File: config.mk
export PLATFORM = sky130hd
export DESIGN_NAME = rhtb_seq
export DESIGN_NICKNAME = d
export VERILOG_FILES = /design/src/rhtb_pkg.sv /design/src/rhtb_seq.sv
export SDC_FILE = /design/constraint.sdc
export NUM_CORES = 2
export LEC_CHECK = 0
export BUFFER_PORTS_ARGS = -buffer_cell sky130_fd_sc_hd__buf_4
export CAP_MARGIN = 30
export CORE_MARGIN = 2
export CORE_UTILIZATION = 41
export DETAILED_ROUTE_END_ITERATION = 16
export PLACE_DENSITY_LB_ADDON = 0.15
export SLEW_MARGIN = 0
export SYNTH_ARGS = -nofsm -noshare
export SYNTH_HDL_FRONTEND = slang
export SYNTH_SLANG_ARGS = --single-unit
File: constraint.sdc
create_clock -name clk -period 13.6 [get_ports clk]
set_input_delay 0.68 -clock clk [delete_from_list [all_inputs] [get_ports clk]]
set_output_delay 0.68 -clock clk [all_outputs]
set_load 0.03 [all_outputs]
File: src/rhtb_pkg.sv
package rhtb_pkg;

	// fixed field widths
	localparam int HEIGHT_W   = 23;
	localparam int FRAC_IN_W  = 16;
	localparam int INDEX_W    = 16;
	localparam int SIZE_CFG_W = 9;
	localparam int BYTE_W     = 8;

	// request function codes
	localparam logic FUNC_WRITE = 1'b0;
	localparam logic FUNC_QUERY = 1'b1;

	// tile size after reset
	localparam logic [SIZE_CFG_W-1:0] TILE_SIZE_RESET = SIZE_CFG_W'(256);

	// query sequencer states
	typedef enum logic [8:0] {
		ST_IDLE = 9'b000000001,
		ST_MUL  = 9'b000000010,
		ST_ROW  = 9'b000000100,
		ST_RD0  = 9'b000001000,
		ST_RD1  = 9'b000010000,
		ST_RD2  = 9'b000100000,
		ST_RD3  = 9'b001000000,
		ST_WT   = 9'b010000000,
		ST_FIN  = 9'b100000000
	} seq_state_t;

	// sequencer status toward the top level
	typedef struct packed {
		logic busy;
		logic done;
	} seq_stat_t;

endpackage

File: src/rhtb_seq.sv
module rhtb_seq #(
	parameter int MAX_TILE_SIZE = 256,
	parameter int FRACTION_BITS = 16,
	localparam int AW = $clog2(MAX_TILE_SIZE * MAX_TILE_SIZE)
) (
	input  logic                                clk,
	input  logic                                arst_n,
	input  logic                                start,
	input  logic [rhtb_pkg::FRAC_IN_W-1:0]      frac_x,
	input  logic [rhtb_pkg::FRAC_IN_W-1:0]      frac_y,
	input  logic [rhtb_pkg::SIZE_CFG_W-1:0]     tile_size,
	input  logic                                out_free,
	input  logic [rhtb_pkg::HEIGHT_W-1:0]       rd_data,
	output logic [AW-1:0]                       rd_addr,
	output rhtb_pkg::seq_stat_t                 stat,
	output logic [rhtb_pkg::HEIGHT_W-1:0]       result
);

	import rhtb_pkg::*;

	localparam int FB = FRACTION_BITS;
	localparam int SW = $clog2(MAX_TILE_SIZE + 1);
	localparam int LW = $clog2(MAX_TILE_SIZE);
	localparam int PW = FB + LW;
	localparam int RW = LW + SW;
	localparam int HW = HEIGHT_W;

	// a + floor((b - a) * w / 2^FB), equal to the truncated two-product blend
	function automatic logic [HW-1:0] blend(input logic [HW-1:0] a, input logic [HW-1:0] b,
		input logic [FB-1:0] w);
		logic signed [HW:0]      diff;
		logic signed [HW+FB+1:0] prod;
		logic signed [HW+FB+1:0] shifted;
		logic signed [HW:0]      sum;
		diff    = $signed({1'b0, b}) - $signed({1'b0, a});
		prod    = (HW+FB+2)'(diff) * (HW+FB+2)'($signed({1'b0, w}));
		shifted = prod >>> FB;
		sum     = $signed({1'b0, a}) + shifted[HW:0];
		return sum[HW-1:0];
	endfunction

	seq_state_t state_q;

	logic [31:0]    frac_x_wide;
	logic [31:0]    frac_y_wide;
	logic [SW-1:0]  size_eff;
	logic [FB-1:0]  fx_q;
	logic [FB-1:0]  fy_q;
	logic [SW-1:0]  size_q;
	logic [LW-1:0]  last_q;
	logic [PW-1:0]  px_q;
	logic [PW-1:0]  py_q;
	logic [LW-1:0]  x0;
	logic [LW-1:0]  y0;
	logic [LW-1:0]  x1;
	logic [LW-1:0]  y1;
	logic [RW-1:0]  row0_full;
	logic [RW-1:0]  row1_full;
	logic [LW-1:0]  x0_q;
	logic [LW-1:0]  x1_q;
	logic [FB-1:0]  ax_q;
	logic [FB-1:0]  ay_q;
	logic [AW-1:0]  row0_q;
	logic [AW-1:0]  row1_q;
	logic [HW-1:0]  h00_q;
	logic [HW-1:0]  h01_q;
	logic [HW-1:0]  top_q;
	logic [HW-1:0]  bot_q;

	// query fractions cut or widened to the fraction width
	assign frac_x_wide = 32'(frac_x);
	assign frac_y_wide = 32'(frac_y);

	// tile size saturated to the supported range
	always_comb begin
		if (32'(tile_size) < 32'd2) begin
			size_eff = SW'(2);
		end else if (32'(tile_size) > 32'(MAX_TILE_SIZE)) begin
			size_eff = SW'(MAX_TILE_SIZE);
		end else begin
			size_eff = SW'(tile_size);
		end
	end

	// integer texel positions and the clamped upper neighbours
	assign x0 = px_q[PW-1:FB];
	assign y0 = py_q[PW-1:FB];
	assign x1 = (x0 >= last_q) ? last_q : x0 + LW'(1);
	assign y1 = (y0 >= last_q) ? last_q : y0 + LW'(1);
	assign row0_full = RW'(y0) * RW'(size_q);
	assign row1_full = RW'(y1) * RW'(size_q);

	// sequence control
	always_ff @(posedge clk or negedge arst_n) begin
		if (!arst_n) begin
			state_q <= ST_IDLE;
		end else begin
			case (state_q)
				ST_IDLE: begin
					if (start) begin
						state_q <= ST_MUL;
					end
				end
				ST_MUL:  state_q <= ST_ROW;
				ST_ROW:  state_q <= ST_RD0;
				ST_RD0:  state_q <= ST_RD1;
				ST_RD1:  state_q <= ST_RD2;
				ST_RD2:  state_q <= ST_RD3;
				ST_RD3:  state_q <= ST_WT;
				ST_WT:   state_q <= ST_FIN;
				ST_FIN: begin
					if (out_free) begin
						state_q <= ST_IDLE;
					end
				end
				default: state_q <= ST_IDLE;
			endcase
		end
	end

	// datapath registers along the sequence
	always_ff @(posedge clk) begin
		if (state_q == ST_IDLE && start) begin
			fx_q   <= frac_x_wide[FB-1:0];
			fy_q   <= frac_y_wide[FB-1:0];
			size_q <= size_eff;
			last_q <= LW'(size_eff - SW'(1));
		end
		if (state_q == ST_MUL) begin
			px_q <= PW'(fx_q) * PW'(last_q);
			py_q <= PW'(fy_q) * PW'(last_q);
		end
		if (state_q == ST_ROW) begin
			x0_q   <= x0;
			x1_q   <= x1;
			ax_q   <= px_q[FB-1:0];
			ay_q   <= py_q[FB-1:0];
			row0_q <= AW'(row0_full);
			row1_q <= AW'(row1_full);
		end
		if (state_q == ST_RD1) begin
			h00_q <= rd_data;
		end
		if (state_q == ST_RD2) begin
			top_q <= blend(h00_q, rd_data, ax_q);
		end
		if (state_q == ST_RD3) begin
			h01_q <= rd_data;
		end
		if (state_q == ST_WT) begin
			bot_q <= blend(h01_q, rd_data, ax_q);
		end
	end

	// texel address for each read step
	always_comb begin
		case (state_q)
			ST_RD1:  rd_addr = row0_q + AW'(x1_q);
			ST_RD2:  rd_addr = row1_q + AW'(x0_q);
			ST_RD3:  rd_addr = row1_q + AW'(x1_q);
			default: rd_addr = row0_q + AW'(x0_q);
		endcase
	end

	assign stat.busy = (state_q != ST_IDLE);
	assign stat.done = (state_q == ST_FIN);
	assign result    = blend(top_q, bot_q, ay_q);

`ifndef SYNTH
	a_start_leaves_idle: assert property (@(posedge clk) disable iff (!arst_n)
		(state_q == ST_IDLE && start) |=> (state_q == ST_MUL))
		else $error("query start did not enter the multiply step");
	a_neighbour_in_tile: assert property (@(posedge clk) disable iff (!arst_n)
		(state_q == ST_RD0) |-> (x1_q <= last_q && (x1_q == x0_q || x1_q == x0_q + LW'(1))))
		else $error("upper x neighbour outside tile or not adjacent");
	a_finish_waits: assert property (@(posedge clk) disable iff (!arst_n)
		(state_q == ST_FIN && !out_free) |=> (state_q == ST_FIN))
		else $error("finished query left while result register full");
`endif

endmodule

Yosys cells after proc, flatten, opt, wreduce, memory -nomap -nowiden. Index checks and enable logic that the tools add are counted.

Bits of input ports: 68. Bits in registers: 278. Logic and storage cells: 63.

Order comparisons: 4. Reductions and logical operators: 2. Multiplexer cells: 8. Equal/unequal tests: 12. Multiply operators: 7. Add/sub/neg operators: 13.

Operators by type and width (count): 24-bit by 17-bit multiplier with 39-bit output (3); 9-bit one-hot mux with 9 select lines (1); 23-bit by 23-bit subtractor with 24-bit output (3); 23-bit adder (3); 16-bit by 8-bit adder with 16-bit output (4); 16-bit by 8-bit multiplier with 24-bit output (2); 16-bit one-hot mux with 3 select lines (1); 9-bit two-way mux (4); 8-bit by 9-bit multiplier with 16-bit output (2); 8-bit by 1-bit adder with 8-bit output, second input constant (2); 8-bit greater-or-equal comparator (2); 8-bit two-way mux (2); 9-bit by 1-bit equality test with 1-bit output, second input constant (1); 9-bit by 2-bit equality test with 1-bit output, second input constant (1); 9-bit by 3-bit equality test with 1-bit output, second input constant (1); 9-bit by 4-bit equality test with 1-bit output, second input constant (1); 9-bit by 5-bit equality test with 1-bit output, second input constant (1); 9-bit by 6-bit equality test with 1-bit output, second input constant (1); 9-bit by 7-bit equality test with 1-bit output, second input constant (1); 9-bit by 8-bit equality test with 1-bit output, second input constant (1); 9-bit equality test, second input constant (1); 9-bit > comparator, second input constant (1); 9-bit by 2-bit less-than comparator with 1-bit output, second input constant (1); 9-bit by 1-bit != test with 1-bit output, second input constant (1); other kinds (4) (5).

Depth between registers and ports, before layout.
Depth in word-level cells: 4. Gate-level depth with buffers: 48. Mapped depth without buffers: 48.

Worst setup path before layout. Ideal clock, no wire load.

Path kind: flip-flop to output port. Start: reg top_q[0]. End: out result[22] (netlist name). Slack: 2895 ps. Required time: 12920 ps. Cell stages (with the launch flop): 46. Arrival time: 10025 ps. Path through: edfxtp_1 ha_1 fa_1 nor2b_1 o21ai_1 a21boi_1 o21a_1 a41o_1 o22ai_1 o21bai_1 a21oi_1 xnor2_1 clkbuf_1 nand2_1 fa_1 fa_1 fa_1 inv_1 [10 not listed] a21oi_1 o21a_1 o21a_1 o21a_1 nor2_1 xnor2_1 ha_1 a21o_1 a2111o_1 or2_0 o221ai_1 a21oi_1 a41o_1 o21ai_1 nand2b_1 a21oi_1 xnor2_1 xnor2_1.

Word-level cells in the longest chain between the ends: 3.

Ends and longest elaborated chain: start: declaration (RTL line rhtb_seq.sv:67) `logic [HW-1:0] top_q;`; start signal: assignment (RTL line rhtb_seq.sv:145) `top_q <= blend(h00_q, rd_data, ax_q);`; 23-bit by 23-bit subtractor with 24-bit output (RTL line rhtb_seq.sv:35) `diff = $signed({1'b0, b}) - $signed({1'b0, a});`; 24-bit by 17-bit multiplier with 39-bit output (RTL line rhtb_seq.sv:36) `prod = (HW+FB+2)'(diff) * (HW+FB+2)'($signed({1'b0, w}));`; 23-bit adder * (RTL line rhtb_seq.sv:38) `sum = $signed({1'b0, a}) + shifted[HW:0];`; end: declaration (RTL line rhtb_seq.sv:16) `output logic [rhtb_pkg::HEIGHT_W-1:0] result`.

Mark *: on every way between the ends. The rest lies on a longest branch, timed or not.

Worst setup path in the final report.
Start: reg top_q[1]. End: out result[22] (netlist name).

The elaborated chain is that of the path after synthesis.

==> flow_summary.yaml <==
cells_and_area:
  nFillCells: 16100
  nNetsFinal: 9350
  drive_gt1_share_pct: 5.21
  areaGrowthSynthToFinish_pct: 7.65
  final_util_pct: 44.4
sta:
  slew_headroom_pct: 28.6
  setup_viol: 0
  worstMarginPinSlew_ns: 1.07
  fin_crit_sh_pct: 93.2
  period_needed_ns: 12.67
  skew_ns: 0.0383
  final-max-slew-violation-count: 0
  finalHoldViolCount: 0
  rsz0062_at_grt: "no"
  max_freq_ghz: 0.0789
  setup_tns_ns: 0
die:
  die-height_um: 411
  start_util_pct: 41.2
  ios: 109
  core_mm2: 0.165
  die_w_um: 411
  die-area_mm2: 0.169
  num_rows: 149
synth:
  synth_top_cell_area_share_pct: 39.8
  synthArstFlopShare_pct: 3.24
  synth-edff-count: 269
  synth_commonest_cells: "inv_1 (1720), fa_1 (1347), nand2_1 (946), and2_1 (640), ha_1 (616)"
  ys_seq_area_share_pct: 12.2
  syn_inst: 7282
  synth_most_common_cell: "inv_1"
  ys_seq_elements: 278
  synth_ff_type: "edfxtp_1"
  syn-num-nets: 9313
  netlist_area_mm2: 0.0678
  yosysWarnings: 0
  synthDistinctLibCells: 84
  yosys-top-cells-area: "fa_1 (40%), edfxtp_1 (12%), ha_1 (11%)"
  syn_area_per_cell_um2: 9.31
  yosysTopAreaCell: "fa_1"
grt:
  grt-ovfl-total: 0
  grt_max_degree: 63
  grt_pass1_vias: 51900
  grt_usage_pct: 21.8
  antenna_found_initial: 7
  grt_pass1_wl_mm: 289
clock_network:
  cts_root_buffer: "clkbuf_16"
  cts_tree: "yes"
  path_clk_slew_ns: 0.06
  cts_hold_buf: 1
  cts_buffers: 39
  htree_levels: 2
  clkLatencyLatePin_ns: 0.62
  clock_sinks: 278
  post_cts_buffers: 0
  cts-resized-gates: 0
  clockBufferDepth: 3
worst_setup_path:
  worstPathRequired_ns: 12.92
  critical_path_arrival_ns: 11.99
  worstSetupPathType: "register to primary output"
  cpPeakStageDelay_ns: 0.82
  cp_common_cell: "fa_1"
  r2r_cells: 45
  cp_num_cells: 42
  cp_top_family: "adder cells"
  critPathMaxFanout: 16
  cp.buffers_inverters: 6
  end_kind: "primary output"
  start_kind: "register"
  crit_slowest_cell: "xnor2_2"
route:
  via_per_inst: 4.96
  vias: 47300
  wire_per_inst_um: 18.4
  drt_first_pass_iters: 6
  wirelength_mm: 176
  drt_iter0_markers: 2270
  ant_nets: 0
  drcViolationCount: 0
worst_hold_path:
  hold_class: "primary input to register"
  hold_path_depth: 1
placed_design:
  port_buffers: 108
  hpwl_mm: 141
  gp_congestion: 0.850
status:
  status: "completed"
job:
  maxCapViolCount: 0
==> kinds of logic after synthesis <==
kind of cell | share of synthesized area (%)
simple gates | 15.8
mux | 0.360
xor+xnor | 4.22
fa+ha+maj | 51.1
compound gates | 5.38
flops | 12.2
buf+inv | 10.9
==> flip-flops by register name (all words and copies together), names as in the netlist <==
register	count
size_q	9
last_q	8
fx_q	16
top_q	23
x0_q	8
ay_q	16
row0_q	16
row1_q	16
py_q	24
px_q	24
state_q	9
h00_q	23
x1_q	8
h01_q	23
ax_q	16
bot_q	23
fy_q	16
==> per-layer routing <==
metal  share of wire [%]  vias to the layer above  track usage (%)
met3                 3.4                      174             1.96
met5               0.013                        -                0
met2                  49                      769             37.7
met4                 2.4                        4             5.19
met1                  45                    24400             29.4
li1                    -                    22000                -
==> per-stage QoR <==
| step | std cells | area, µm² | hold WS, ns | setup WS [ns] |
|---|---|---|---|---|
| final | 9541 | 73000 | 0.251 | 0.926 |
| after global placement | 9458 | 71500 | 0.401 | 1.59 |
| after CTS | 9539 | 73000 | 0.191 | 0.828 |
| after detailed placement | 9466 | 71700 | 0.405 | 1.47 |
| after floorplan | 7282 | 67800 | 0.384 | 2.89 |
| after global routing | 9541 | 73000 | 0.215 | 0.0895 |
==> path summary, 6_finish.rpt <==
kind                       slack (ns)    endpoint      start
max reg2reg                      1.82   bot_q[22]   h01_q[0]
max in group asynchronous       12.90  state_q[0]     arst_n
min in group asynchronous        0.48  state_q[3]     arst_n
min reg2reg                      0.42    ay_q[11]   py_q[11]
max                              0.93  result[22]   top_q[1]
min                              0.25     fx_q[6]  frac_x[6]
==> layout make-up <==
cell class,count,area (µm²),share of cell area [%]
diodes,2,5.00,0.00685
clock buffers,43,1010,1.39
clock inverters,29,327,0.447
inverters,1720,6460,8.84
multi-input cells,5045,52300,71.7
flip-flops and latches,278,8300,11.4
well taps,2189,2740,3.75
repair buffers,235,1850,2.53
==> placed cells by master, fill, tap and decap left out, types with 121 or more instances in the layout <==
cell,Yosys,final
inv_1,1720,1718
fa_1,1347,1347
nand2_1,946,946
and2_1,640,640
ha_1,616,616
edfxtp_1,269,269
xnor2_1,251,234
buf_4,2,226
a21oi_1,178,176
nor2_1,178,172
nor2b_1,121,121
Power is left out: the tool's default activity adds up to more than one toggle a clock period on the data nets, which glitch-free logic cannot reach.
